--- src/sv/midi_note_voice_allocator_assert.svh ---
// Assertion macros for the MIDI note voice allocator.
`ifndef MIDI_NOTE_VOICE_ALLOCATOR_ASSERT_SVH
`define MIDI_NOTE_VOICE_ALLOCATOR_ASSERT_SVH

`ifndef NO_ASSERTIONS

// Check a condition at every clock edge outside reset.
`define MNVA_ASSERT_ALWAYS(label, cond) \
  label: assert property (@(posedge clk) disable iff (rst) (cond)) \
    else $error("midi_note_voice_allocator: assertion failed");

// Check that a consequence holds in the cycle after its trigger.
`define MNVA_ASSERT_NEXT(label, trig, cons) \
  label: assert property (@(posedge clk) disable iff (rst) (trig) |=> (cons)) \
    else $error("midi_note_voice_allocator: assertion failed");

`else

`define MNVA_ASSERT_ALWAYS(label, cond)
`define MNVA_ASSERT_NEXT(label, trig, cons)

`endif

`endif

--- src/sv/mnva_pkg.sv ---
// Shared constants, codes and types of the MIDI note voice allocator.
package mnva_pkg;

  localparam int VOICE_COUNT_DEF = 5;

  localparam logic [7:0] STATUS_NOTE_OFF = 8'h80;
  localparam logic [7:0] STATUS_NOTE_ON  = 8'h90;

  localparam logic [1:0] KIND_NONE = 2'd0;
  localparam logic [1:0] KIND_ON   = 2'd1;
  localparam logic [1:0] KIND_OFF  = 2'd2;

  localparam logic [2:0] EV_ASSIGNED  = 3'd0;
  localparam logic [2:0] EV_NO_VOICE  = 3'd1;
  localparam logic [2:0] EV_RELEASED  = 3'd2;
  localparam logic [2:0] EV_UNMATCHED = 3'd3;
  localparam logic [2:0] EV_IGNORED   = 3'd4;

  typedef struct packed {
    logic       start;
    logic [1:0] kind;
    logic [7:0] note;
  } scan_req_t;

  typedef struct packed {
    logic done;
    logic hit;
  } scan_rsp_t;

endpackage

--- src/sv/mnva_voice_bank.sv ---
// Voice store with a one-voice-per-cycle compare unit for claim and release scans.
module mnva_voice_bank
  import mnva_pkg::*;
#(
  parameter int VOICE_COUNT = VOICE_COUNT_DEF,
  parameter int IDX_W = (VOICE_COUNT > 1) ? $clog2(VOICE_COUNT) : 1
) (
  input  logic                   clk,
  input  logic                   rst,
  input  scan_req_t              req,
  output scan_rsp_t              rsp,
  output logic [IDX_W-1:0]       hit_index,
  output logic [VOICE_COUNT-1:0] playing
);

  logic             busy;
  logic [IDX_W-1:0] idx;
  logic [1:0]       kind;
  logic [7:0]       note;
  logic [7:0]       voice_note [VOICE_COUNT];
  logic             match;
  logic             last;

  assign last = (idx == IDX_W'(VOICE_COUNT - 1));

  always_comb begin
    if (kind == KIND_ON) begin
      match = !playing[idx];
    end else begin
      match = playing[idx] && (voice_note[idx] == note);
    end
  end

  always_ff @(posedge clk) begin
    if (rst) begin
      busy    <= 1'b0;
      idx     <= '0;
      playing <= '0;
      rsp     <= '0;
    end else begin
      rsp.done <= !req.start && busy && (match || last);
      if (req.start) begin
        busy <= 1'b1;
        idx  <= '0;
        kind <= req.kind;
        note <= req.note;
      end else if (busy) begin
        if (match) begin
          playing[idx] <= (kind == KIND_ON);
          if (kind == KIND_ON) begin
            voice_note[idx] <= note;
          end
          busy      <= 1'b0;
          rsp.hit   <= 1'b1;
          hit_index <= idx;
        end else if (last) begin
          busy      <= 1'b0;
          rsp.hit   <= 1'b0;
          hit_index <= '0;
        end else begin
          idx <= idx + IDX_W'(1);
        end
      end
    end
  end

endmodule

--- src/sv/midi_note_voice_allocator.sv ---
// Top level of the MIDI note voice allocator: byte framing, scan sequencing, result register.
//
// Usage: the rx channel (rx_valid, rx_stall, rx_byte) takes one MIDI byte per beat.
// Bytes are grouped by position in threes: status, note, velocity. Only the
// velocity byte yields a result beat on the ev channel (ev_valid, ev_stall,
// event_kind, voice_index, note_number, velocity, active_mask).
// Status and note bytes are taken with no result.
// A velocity byte of a note-on or note-off group starts a scan that compares one
// voice per cycle in the shared compare unit, lowest voice first, until a match or
// the last voice (1 to VOICE_COUNT voices visited); the result then passes through
// the emit state into the output register. An ignored group skips the scan.
// rx_stall is high from the velocity beat until the result is loaded into the
// output register, so at most one group is in work at a time.
// The output register holds a finished result while ev_stall is high; a new
// byte is still taken then, and a further result waits in the sequencer.
// Reset (rst, synchronous) frees every voice, returns to the status position
// and empties the output register.
module midi_note_voice_allocator
  import mnva_pkg::*;
#(
  parameter int VOICE_COUNT = VOICE_COUNT_DEF
) (
  input  logic       clk,
  input  logic       rst,
  input  logic       rx_valid,
  output logic       rx_stall,
  input  logic [7:0] rx_byte,
  output logic       ev_valid,
  input  logic       ev_stall,
  output logic [2:0] event_kind,
  output logic [2:0] voice_index,
  output logic [7:0] note_number,
  output logic [7:0] velocity,
  output logic [4:0] active_mask
);

  localparam int IDX_W = (VOICE_COUNT > 1) ? $clog2(VOICE_COUNT) : 1;

  localparam logic [1:0] ST_IDLE = 2'd0;
  localparam logic [1:0] ST_SCAN = 2'd1;
  localparam logic [1:0] ST_EMIT = 2'd2;

  localparam logic [1:0] PH_STATUS = 2'd0;
  localparam logic [1:0] PH_NOTE   = 2'd1;
  localparam logic [1:0] PH_VEL    = 2'd2;

  logic [1:0]             state;
  logic [1:0]             byte_phase;
  logic [1:0]             message_kind;
  logic [7:0]             held_note;
  logic [7:0]             held_velocity;
  logic [2:0]             res_kind;
  logic [2:0]             res_index;
  scan_req_t              req;
  scan_rsp_t              rsp;
  logic [IDX_W-1:0]       hit_index;
  logic [VOICE_COUNT-1:0] playing;
  logic [4:0]             mask;
  logic                   emit_go;
  logic                   ev_voiced;

  assign rx_stall  = (state != ST_IDLE);
  assign emit_go   = (state == ST_EMIT) && (!ev_valid || !ev_stall);
  assign ev_voiced = (event_kind == EV_ASSIGNED) || (event_kind == EV_RELEASED);

  always_comb begin
    req.start = (state == ST_IDLE) && rx_valid && (byte_phase == PH_VEL) &&
                (message_kind != KIND_NONE);
    req.kind  = message_kind;
    req.note  = held_note;
  end

  for (genvar i = 0; i < 5; i++) begin : g_mask
    if (i < VOICE_COUNT) begin : g_live
      assign mask[i] = playing[i];
    end else begin : g_none
      assign mask[i] = 1'b0;
    end
  end

  mnva_voice_bank #(
    .VOICE_COUNT(VOICE_COUNT),
    .IDX_W      (IDX_W)
  ) u_bank (
    .clk      (clk),
    .rst      (rst),
    .req      (req),
    .rsp      (rsp),
    .hit_index(hit_index),
    .playing  (playing)
  );

  always_ff @(posedge clk) begin
    if (rst) begin
      state        <= ST_IDLE;
      byte_phase   <= PH_STATUS;
      message_kind <= KIND_NONE;
      held_note    <= 8'd0;
      ev_valid     <= 1'b0;
    end else begin
      if (emit_go) begin
        ev_valid <= 1'b1;
      end else if (ev_valid && !ev_stall) begin
        ev_valid <= 1'b0;
      end
      case (state)
        ST_IDLE: begin
          if (rx_valid) begin
            case (byte_phase)
              PH_NOTE: begin
                held_note  <= rx_byte;
                byte_phase <= PH_VEL;
              end
              PH_VEL: begin
                byte_phase    <= PH_STATUS;
                held_velocity <= rx_byte;
                if (message_kind == KIND_NONE) begin
                  res_kind  <= EV_IGNORED;
                  res_index <= 3'd0;
                  state     <= ST_EMIT;
                end else begin
                  state <= ST_SCAN;
                end
              end
              default: begin
                if (rx_byte == STATUS_NOTE_OFF) begin
                  message_kind <= KIND_OFF;
                end else if (rx_byte == STATUS_NOTE_ON) begin
                  message_kind <= KIND_ON;
                end else begin
                  message_kind <= KIND_NONE;
                end
                byte_phase <= PH_NOTE;
              end
            endcase
          end
        end
        ST_SCAN: begin
          if (rsp.done) begin
            state        <= ST_EMIT;
            message_kind <= KIND_NONE;
            if (rsp.hit) begin
              res_kind  <= (message_kind == KIND_ON) ? EV_ASSIGNED : EV_RELEASED;
              res_index <= 3'(hit_index);
            end else begin
              res_kind  <= (message_kind == KIND_ON) ? EV_NO_VOICE : EV_UNMATCHED;
              res_index <= 3'd0;
            end
          end
        end
        ST_EMIT: begin
          if (emit_go) begin
            event_kind  <= res_kind;
            voice_index <= res_index;
            note_number <= held_note;
            velocity    <= held_velocity;
            active_mask <= mask;
            state       <= ST_IDLE;
          end
        end
        default: begin
          state <= ST_IDLE;
        end
      endcase
    end
  end

`include "midi_note_voice_allocator_assert.svh"

  `MNVA_ASSERT_ALWAYS(a_done_in_scan, !rsp.done || (state == ST_SCAN))
  `MNVA_ASSERT_NEXT(a_emit_loads, emit_go, ev_valid && (state == ST_IDLE))
  `MNVA_ASSERT_ALWAYS(a_index_zero, !ev_valid || ev_voiced || (voice_index == 3'd0))

endmodule
--- config.mk ---
export PLATFORM = sky130hd
export DESIGN_NAME = midi_note_voice_allocator
export DESIGN_NICKNAME = d
export VERILOG_FILES = /design/src/sv/mnva_pkg.sv /design/src/sv/mnva_voice_bank.sv /design/src/sv/midi_note_voice_allocator.sv
export VERILOG_INCLUDE_DIRS = /design/src /design/src/sv
export SDC_FILE = /design/constraint.sdc
export NUM_CORES = 1
export LEC_CHECK = 0
export CAP_MARGIN = 20
export CELL_PAD_IN_SITES_DETAIL_PLACEMENT = 1
export CELL_PAD_IN_SITES_GLOBAL_PLACEMENT = 1
export CORE_AREA = 2 2 95 97
export CTS_CLUSTER_DIAMETER = 200
export DETAILED_ROUTE_END_ITERATION = 10
export DIE_AREA = 0 0 97 99
export DONT_BUFFER_PORTS = 1
export PLACE_DENSITY_LB_ADDON = 0.1
export SYNTH_ARGS = -nofsm -noshare
export SYNTH_HDL_FRONTEND = slang
export SYNTH_SLANG_ARGS = --single-unit
--- constraint.sdc ---
create_clock -name clk -period 4.4 [get_ports clk]
set_input_delay 0 -clock clk [delete_from_list [all_inputs] [get_ports clk]]
set_output_delay 0 -clock clk [all_outputs]
set_load 0.01 [all_outputs]
== Word level (Yosys, flattened, before mapping) ==
Memory sizes are Yosys's and may differ from the RTL's. A register that Yosys moved wholly into a read port is not among the register bits.
Cells that the tools add are included.

* Order comparisons: 2
* Eq/ne operators: 16
* Reductions and logical operators: 36
* Add/subtract/negate cells: 1
* Bitwise logic cells: 4
* Multiplexer cells: 51

{| class="wikitable"
|+ Operator list
! kind !! count
|-
| 2-to-1 mux 3 bit || 13
|-
| 2-to-1 mux 2 bit || 12
|-
| 2-to-1 mux 1 bit || 18
|-
| == test 8 bit (second input constant) || 2
|-
| AND reduction 4 bit || 4
|-
| AND reduction 3 bit || 5
|-
| case mux 3 bit (2 select lines) || 2
|-
| nonzero test 2 bit || 5
|-
| logical AND 1 bit || 9
|-
| == test 2 x 1 -> 1 bit (second input constant) || 4
|-
| == test 8 bit || 1
|-
| case mux 2 bit (2 select lines) || 2
|-
| != test 2 x 1 -> 1 bit (second input constant) || 3
|-
| != test 2 bit (second input constant) || 3
|-
| case mux 2 bit (3 select lines) || 1
|-
| AND reduction 6 bit || 1
|-
| bitwise mux 5 bit || 1
|-
| == test 2 bit (second input constant) || 2
|-
| logical NOT 1 bit || 4
|-
| logical NOT 2 bit || 2
|-
| < comparator 3 x 4 -> 1 bit (second input constant) || 1
|-
| inverter 1 bit || 4
|-
| AND reduction 2 bit || 2
|-
| OR reduction 2 bit || 2
|-
| other kinds (6) || 7
|}

* Memories: 1
* Word-level logic and storage cells: 132
* Output and inout port bits: 29
* RAM bits: 40
* Bits of input ports: 12
* Register bits: 80

{| class="wikitable"
|+ Memory list
! memory !! depth !! bits a word !! read ports !! clocked after memory_dff !! wr ports !! RTL line !! RTL
|-
| u_bank.voice_note || 5 || 8 || 1 || 1 || 1 || mnva_voice_bank.sv:20 || <nowiki>logic [7:0] voice_note [VOICE_COUNT];</nowiki>
|}

== Longest topological paths before layout ==
* Depth after elaboration: 9
* Gate-level depth with buffers: 11
* Mapped depth without buffers: 7

== Cells and area by module ==
From an unflattened synthesis, not the netlist that was laid out.

* Cells, all modules: 351
* Area total of the unflattened synthesis: 4874.7 µm²

{| class="wikitable"
|+ By module, submodules not included
! module !! area an instance (µm²) !! times used !! cells an instance !! sequential area each (µm²)
|-
| mnva_voice_bank || 2867.8 || 1 || 213 || 1871.8
|-
| midi_note_voice_allocator || 2006.9 || 1 || 138 || 1531.5
|}

== Least setup slack after synthesis ==
No wires, ideal clock.

* Path kind: reg2reg
* Start: reg state[0]
* End: reg active_mask[0], enable pin
* Stages on the path, launching flop included: 3
* Arrival: 2.542 ns
* Clock period less this slack: 2.993 ns
* Path slack: 1.407 ns
* Required time: 3.949 ns
* Setup time: 0.451 ns
* Path buffers: 0
* Path through: dfxtp_1 -> nand2b_1 -> nor3b_1

* Longest elaborated chain between the ends: 3

{| class="wikitable"
|+ RTL lines
! element !! RTL line !! RTL
|-
| start, declared || midi_note_voice_allocator.sv:47 || <nowiki>logic [1:0] state;</nowiki>
|-
| start signal, assigned || midi_note_voice_allocator.sv:95 || <nowiki>state <= ST_IDLE;</nowiki>
|-
| start signal, assigned || midi_note_voice_allocator.sv:120 || <nowiki>state <= ST_EMIT;</nowiki>
|-
| start signal, assigned || midi_note_voice_allocator.sv:122 || <nowiki>state <= ST_SCAN;</nowiki>
|-
| == test 2 bit (*) || midi_note_voice_allocator.sv:63, midi_note_voice_allocator.sv:106 ||
|-
| logical AND 1 bit || midi_note_voice_allocator.sv:63 || <nowiki>assign emit_go = (state == ST_EMIT) && (!ev_valid || !ev_stall);</nowiki>
|-
| AND reduction 3 bit (no line) (*) || n/a ||
|-
| end signal, assigned || midi_note_voice_allocator.sv:157 || <nowiki>active_mask <= mask;</nowiki>
|-
| end, declared || midi_note_voice_allocator.sv:34 || <nowiki>output logic [4:0] active_mask</nowiki>
|}

Mark *: on every way between the ends. The rest lies on a longest branch, timed or not.
A chain may end at the register's enable or synchronous reset.

==> flow_summary_export.csv <==
group,metric,value,unit
pwr,power_density,456.0,nW/µm²
synth,most_used_flip_flop_cell_after_synthesis,"sky130_fd_sc_hd__edfxtp_1",
timing,final.period_utilization,71.20,%
drt,detail_routed_net_length_per_standard_cell,21.65,µm
global_route,initial_antenna_violation_count,0,
critical_path,crit_path_required_time,4.58,ns
floorplanning,io_pins,41,
worst_hold_path,holdCritStartpoint,"rx_byte[7]",
clocking,clock_sinks,123,
placed_design,place.gp.congestion,0.8196,
finish,final_net_count,368,
timing,setup_repair_after_global_routing_missed_its_margin,"false",
synth,post_synthesis_cell_area,4707,µm²
timing,slew_headroom,30.90,%
global_route,global_route.usage.total,22.92,%
synth,synth_async_sr_flop_share,0,%
finish,n_antenna_cell,0,
timing,finalSetupViolCount,0,
pwr,power.static_leakage,1.830,nW
floorplanning,die-area,9603,µm²
critical_path,critical_path.startpoint_type,"flip-flop",
clocking,holdBufCountCts,13,
synth,count_of_flip_flops_with_a_built_in_enable_after_synthesis,94,
clocking,post-cts-setup-buffer-count,0,
drt,antenna_violating_nets_post_route,0,
drt,drt_pre_antenna_iters,4,
drt,remaining_drc_errors,0,
finish,area_delta_synth_final,16.27,%
clocking,clkTransAtPathRegs,0.06,ns
clocking,cts_made_buffers,17,
placed_design,place_worst_setup_slack,1.321,ns
drt,dr_total_vias,2734,
timing,final.setup.tns,0,ns
floorplanning,die-width,97,µm
timing,fin_worst_skew,0.008657,ns
synth,synth.net_count,341,
timing,worst_slack,1.267,ns
critical_path,cp_max_fo,11,
critical_path,critical_path_arrival,3.32,ns
floorplanning,placement_rows,34,
status,result_of_the_run,"finished clean",
clocking,insertion_delay,0.51,ns
finish,layout.filler_cells,778,
critical_path,r2r.worst_path.cells,8,
synth,number_of_instances_in_the_synthesized_netlist,325,
clocking,h-tree-depth,4,
timing,hold_viol,0,
worst_hold_path,hold_path.class,"primary input to flip-flop",
clocking,tritoncts,"done",
placed_design,io_buffer_count,0,
global_route,grt.overflow.total,0,
timing,max_slew.worst_pin.slew,1.033,ns
finish,final_layout_size_suffix_gt1_share,10.96,%
timing,maxClockFrequency,319.2,MHz
finish,layout_commonest_cell,"sky130_fd_sc_hd__edfxtp_1",
pwr,power.net_switching,0.0005428,W
global_route,grt_pass1_vias,2986,
synth,post_synthesis_mean_instance_area,14.48,µm²
critical_path,timing_worst_setup_path_type,"flip-flop to flip-flop",
critical_path,critical_path.endpoint_type,"flip-flop",
pwr,gate_power_share,1.6,%
timing,finalWorstPathRequiredPeriod,3.133,ns
timing,post_route_worst_hold_slack,0.05785,ns
worst_hold_path,hold_path_depth,5,
synth,yosys.cell_types.count,42,
pwr,clockPowerShare,48.2,%
pwr,cell_internal_pwr,0.001953,W
run,max_cap_viol_count,0,
floorplanning,placeableCoreArea,8551,µm²
drt,drt_iter0_drc,117,
clocking,clock_tree.root_cell,"sky130_fd_sc_hd__clkbuf_8",
drt,vias_per_std_cell,5.780,
floorplanning,floorplan.die.height,99,µm
synth,synth.ff_latch_count,123,
timing,timing.final.max_slew_violations,0,
placed_design,dp_hpwl,6432,µm
clocking,max-clock-path-buffers,2,
pwr,pwr-share-seq,50.2,%
finish,mostFrequentLayoutCells,"sky130_fd_sc_hd__edfxtp_1, sky130_fd_sc_hd__nand2_1, sky130_fd_sc_hd__dfxtp_1",
global_route,grt_max_degree,20,
synth,yosys_warnings,0,
clocking,cts.repair.resized,0,
floorplanning,initial_core_util,55.05,%
global_route,grt_first_pass_wirelength,16500,µm
synth,synth_seq_area_share,72.30,%
pwr,vdd_ir_drop_max,0.0003571,V
drt,detail_route.wirelength,10240,µm
pwr,switch_share,21.75,%
## final timing paths
path | slack, ns | endpoint
setup / recovery | 1.27 | u_bank.hit_index[2]$_SDFFCE_PP0P_
hold reg to reg | 0.42 | voice_index[1]$_DFFE_PP_
hold / removal | 0.06 | message_kind[1]$_SDFFE_PP0P_
setup reg to reg | 1.27 | u_bank.hit_index[2]$_SDFFCE_PP0P_
## registers in the layout, indices dropped and copies added (netlist names), 5 cells and up, named ones only
name	count
u_bank.voice_note	40
held_note	8
held_velocity	8
u_bank.playing	5
note_number	8
velocity	8
u_bank.note	8
active_mask	5
## worst max-delay path, cell delays in order (launching register included)
cell and delay (ns):
sky130_fd_sc_hd__dfxtp_1 0.43, sky130_fd_sc_hd__buf_4 0.28, sky130_fd_sc_hd__mux2i_1 0.26, sky130_fd_sc_hd__xnor2_1 0.10
sky130_fd_sc_hd__o211ai_1 0.16, sky130_fd_sc_hd__or4bb_1 0.39, sky130_fd_sc_hd__or4_1 0.57, sky130_fd_sc_hd__and2_1 0.32
sky130_fd_sc_hd__a21oi_1 0.30
## through the flow
stage | utilization (%) | std cells | power [W] | instance area [µm²]
2_1_floorplan | - | 325 | 0.001296 | 4707
3_3_place_gp | 56.23 | 426 | 0.001301 | 4808
6_report | 64.00 | 473 | 0.002496 | 5473
5_1_grt | 64.00 | 473 | 0.002566 | 5473
4_1_cts | 63.81 | 471 | 0.002499 | 5456
3_5_place_dp | 56.23 | 426 | 0.001303 | 4808
## cell usage after synthesis, types with 5 or more instances
| master | count | area share, % |
|---|---|---|
| sky130_fd_sc_hd__a31o_1 | 5 | 0.93 |
| sky130_fd_sc_hd__nor2_1 | 23 | 1.8 |
| sky130_fd_sc_hd__dfxtp_1 | 29 | 12 |
| sky130_fd_sc_hd__or3_1 | 5 | 0.66 |
| sky130_fd_sc_hd__nand2_1 | 29 | 2.3 |
| sky130_fd_sc_hd__mux2i_1 | 20 | 4.3 |
| sky130_fd_sc_hd__xnor2_1 | 12 | 2.2 |
| sky130_fd_sc_hd__nand3_1 | 9 | 0.96 |
| sky130_fd_sc_hd__a21oi_1 | 15 | 1.6 |
| sky130_fd_sc_hd__inv_1 | 9 | 0.72 |
| sky130_fd_sc_hd__nor3b_1 | 5 | 0.80 |
| sky130_fd_sc_hd__xor2_1 | 6 | 1.1 |
| sky130_fd_sc_hd__edfxtp_1 | 94 | 60 |
## power by group through the flow
| stage | sequential [W] | clock, W | combinational [W] |
|---|---|---|---|
| 6_report | 0.00125 | 0.00120 | 0.0000411 |
| 5_1_grt | 0.00125 | 0.00127 | 0.0000458 |
| 4_1_cts | 0.00125 | 0.00121 | 0.0000396 |
| 3_5_place_dp | 0.00128 | 0 | 0.0000257 |
| 3_3_place_gp | 0.00128 | 0 | 0.0000240 |
| 2_1_floorplan | 0.00128 | 0 | 0.0000214 |
## layer usage
metal | GRT usage (%) | vias up | part of all wire, %
li1 | - | 1267 | -
met1 | 27.84 | 1397 | 43
met2 | 39.48 | 53 | 53
met3 | 6.170 | 17 | 3.5
met4 | 8.667 | 0 | 1.2
met5 | 0 | - | 0
## cells by family after synthesis
kind of cell,count (synthesis),share of synthesized area (%)
flip-flops,123,72.30
AND/OR/NAND/NOR,98,10.37
adder cells (fa/ha/maj),4,1.063
AO/OA/AOI/OAI,41,5.768
XOR/XNOR,18,3.349
multiplexers,22,5.210
buffers and inverters,19,1.940
## layout make-up
type / count / area [µm²] / area share [%]
clock buffer: 18 / 417.9 / 7.636
clock inverter: 14 / 100.1 / 1.829
inverter: 10 / 37.54 / 0.6859
multi-input combinational: 183 / 1217 / 22.25
sequential: 123 / 3403 / 62.19
tap: 108 / 135.1 / 2.469
timing repair buffer: 17 / 161.4 / 2.949
Note: power is estimated with default switching activity, not from simulation.
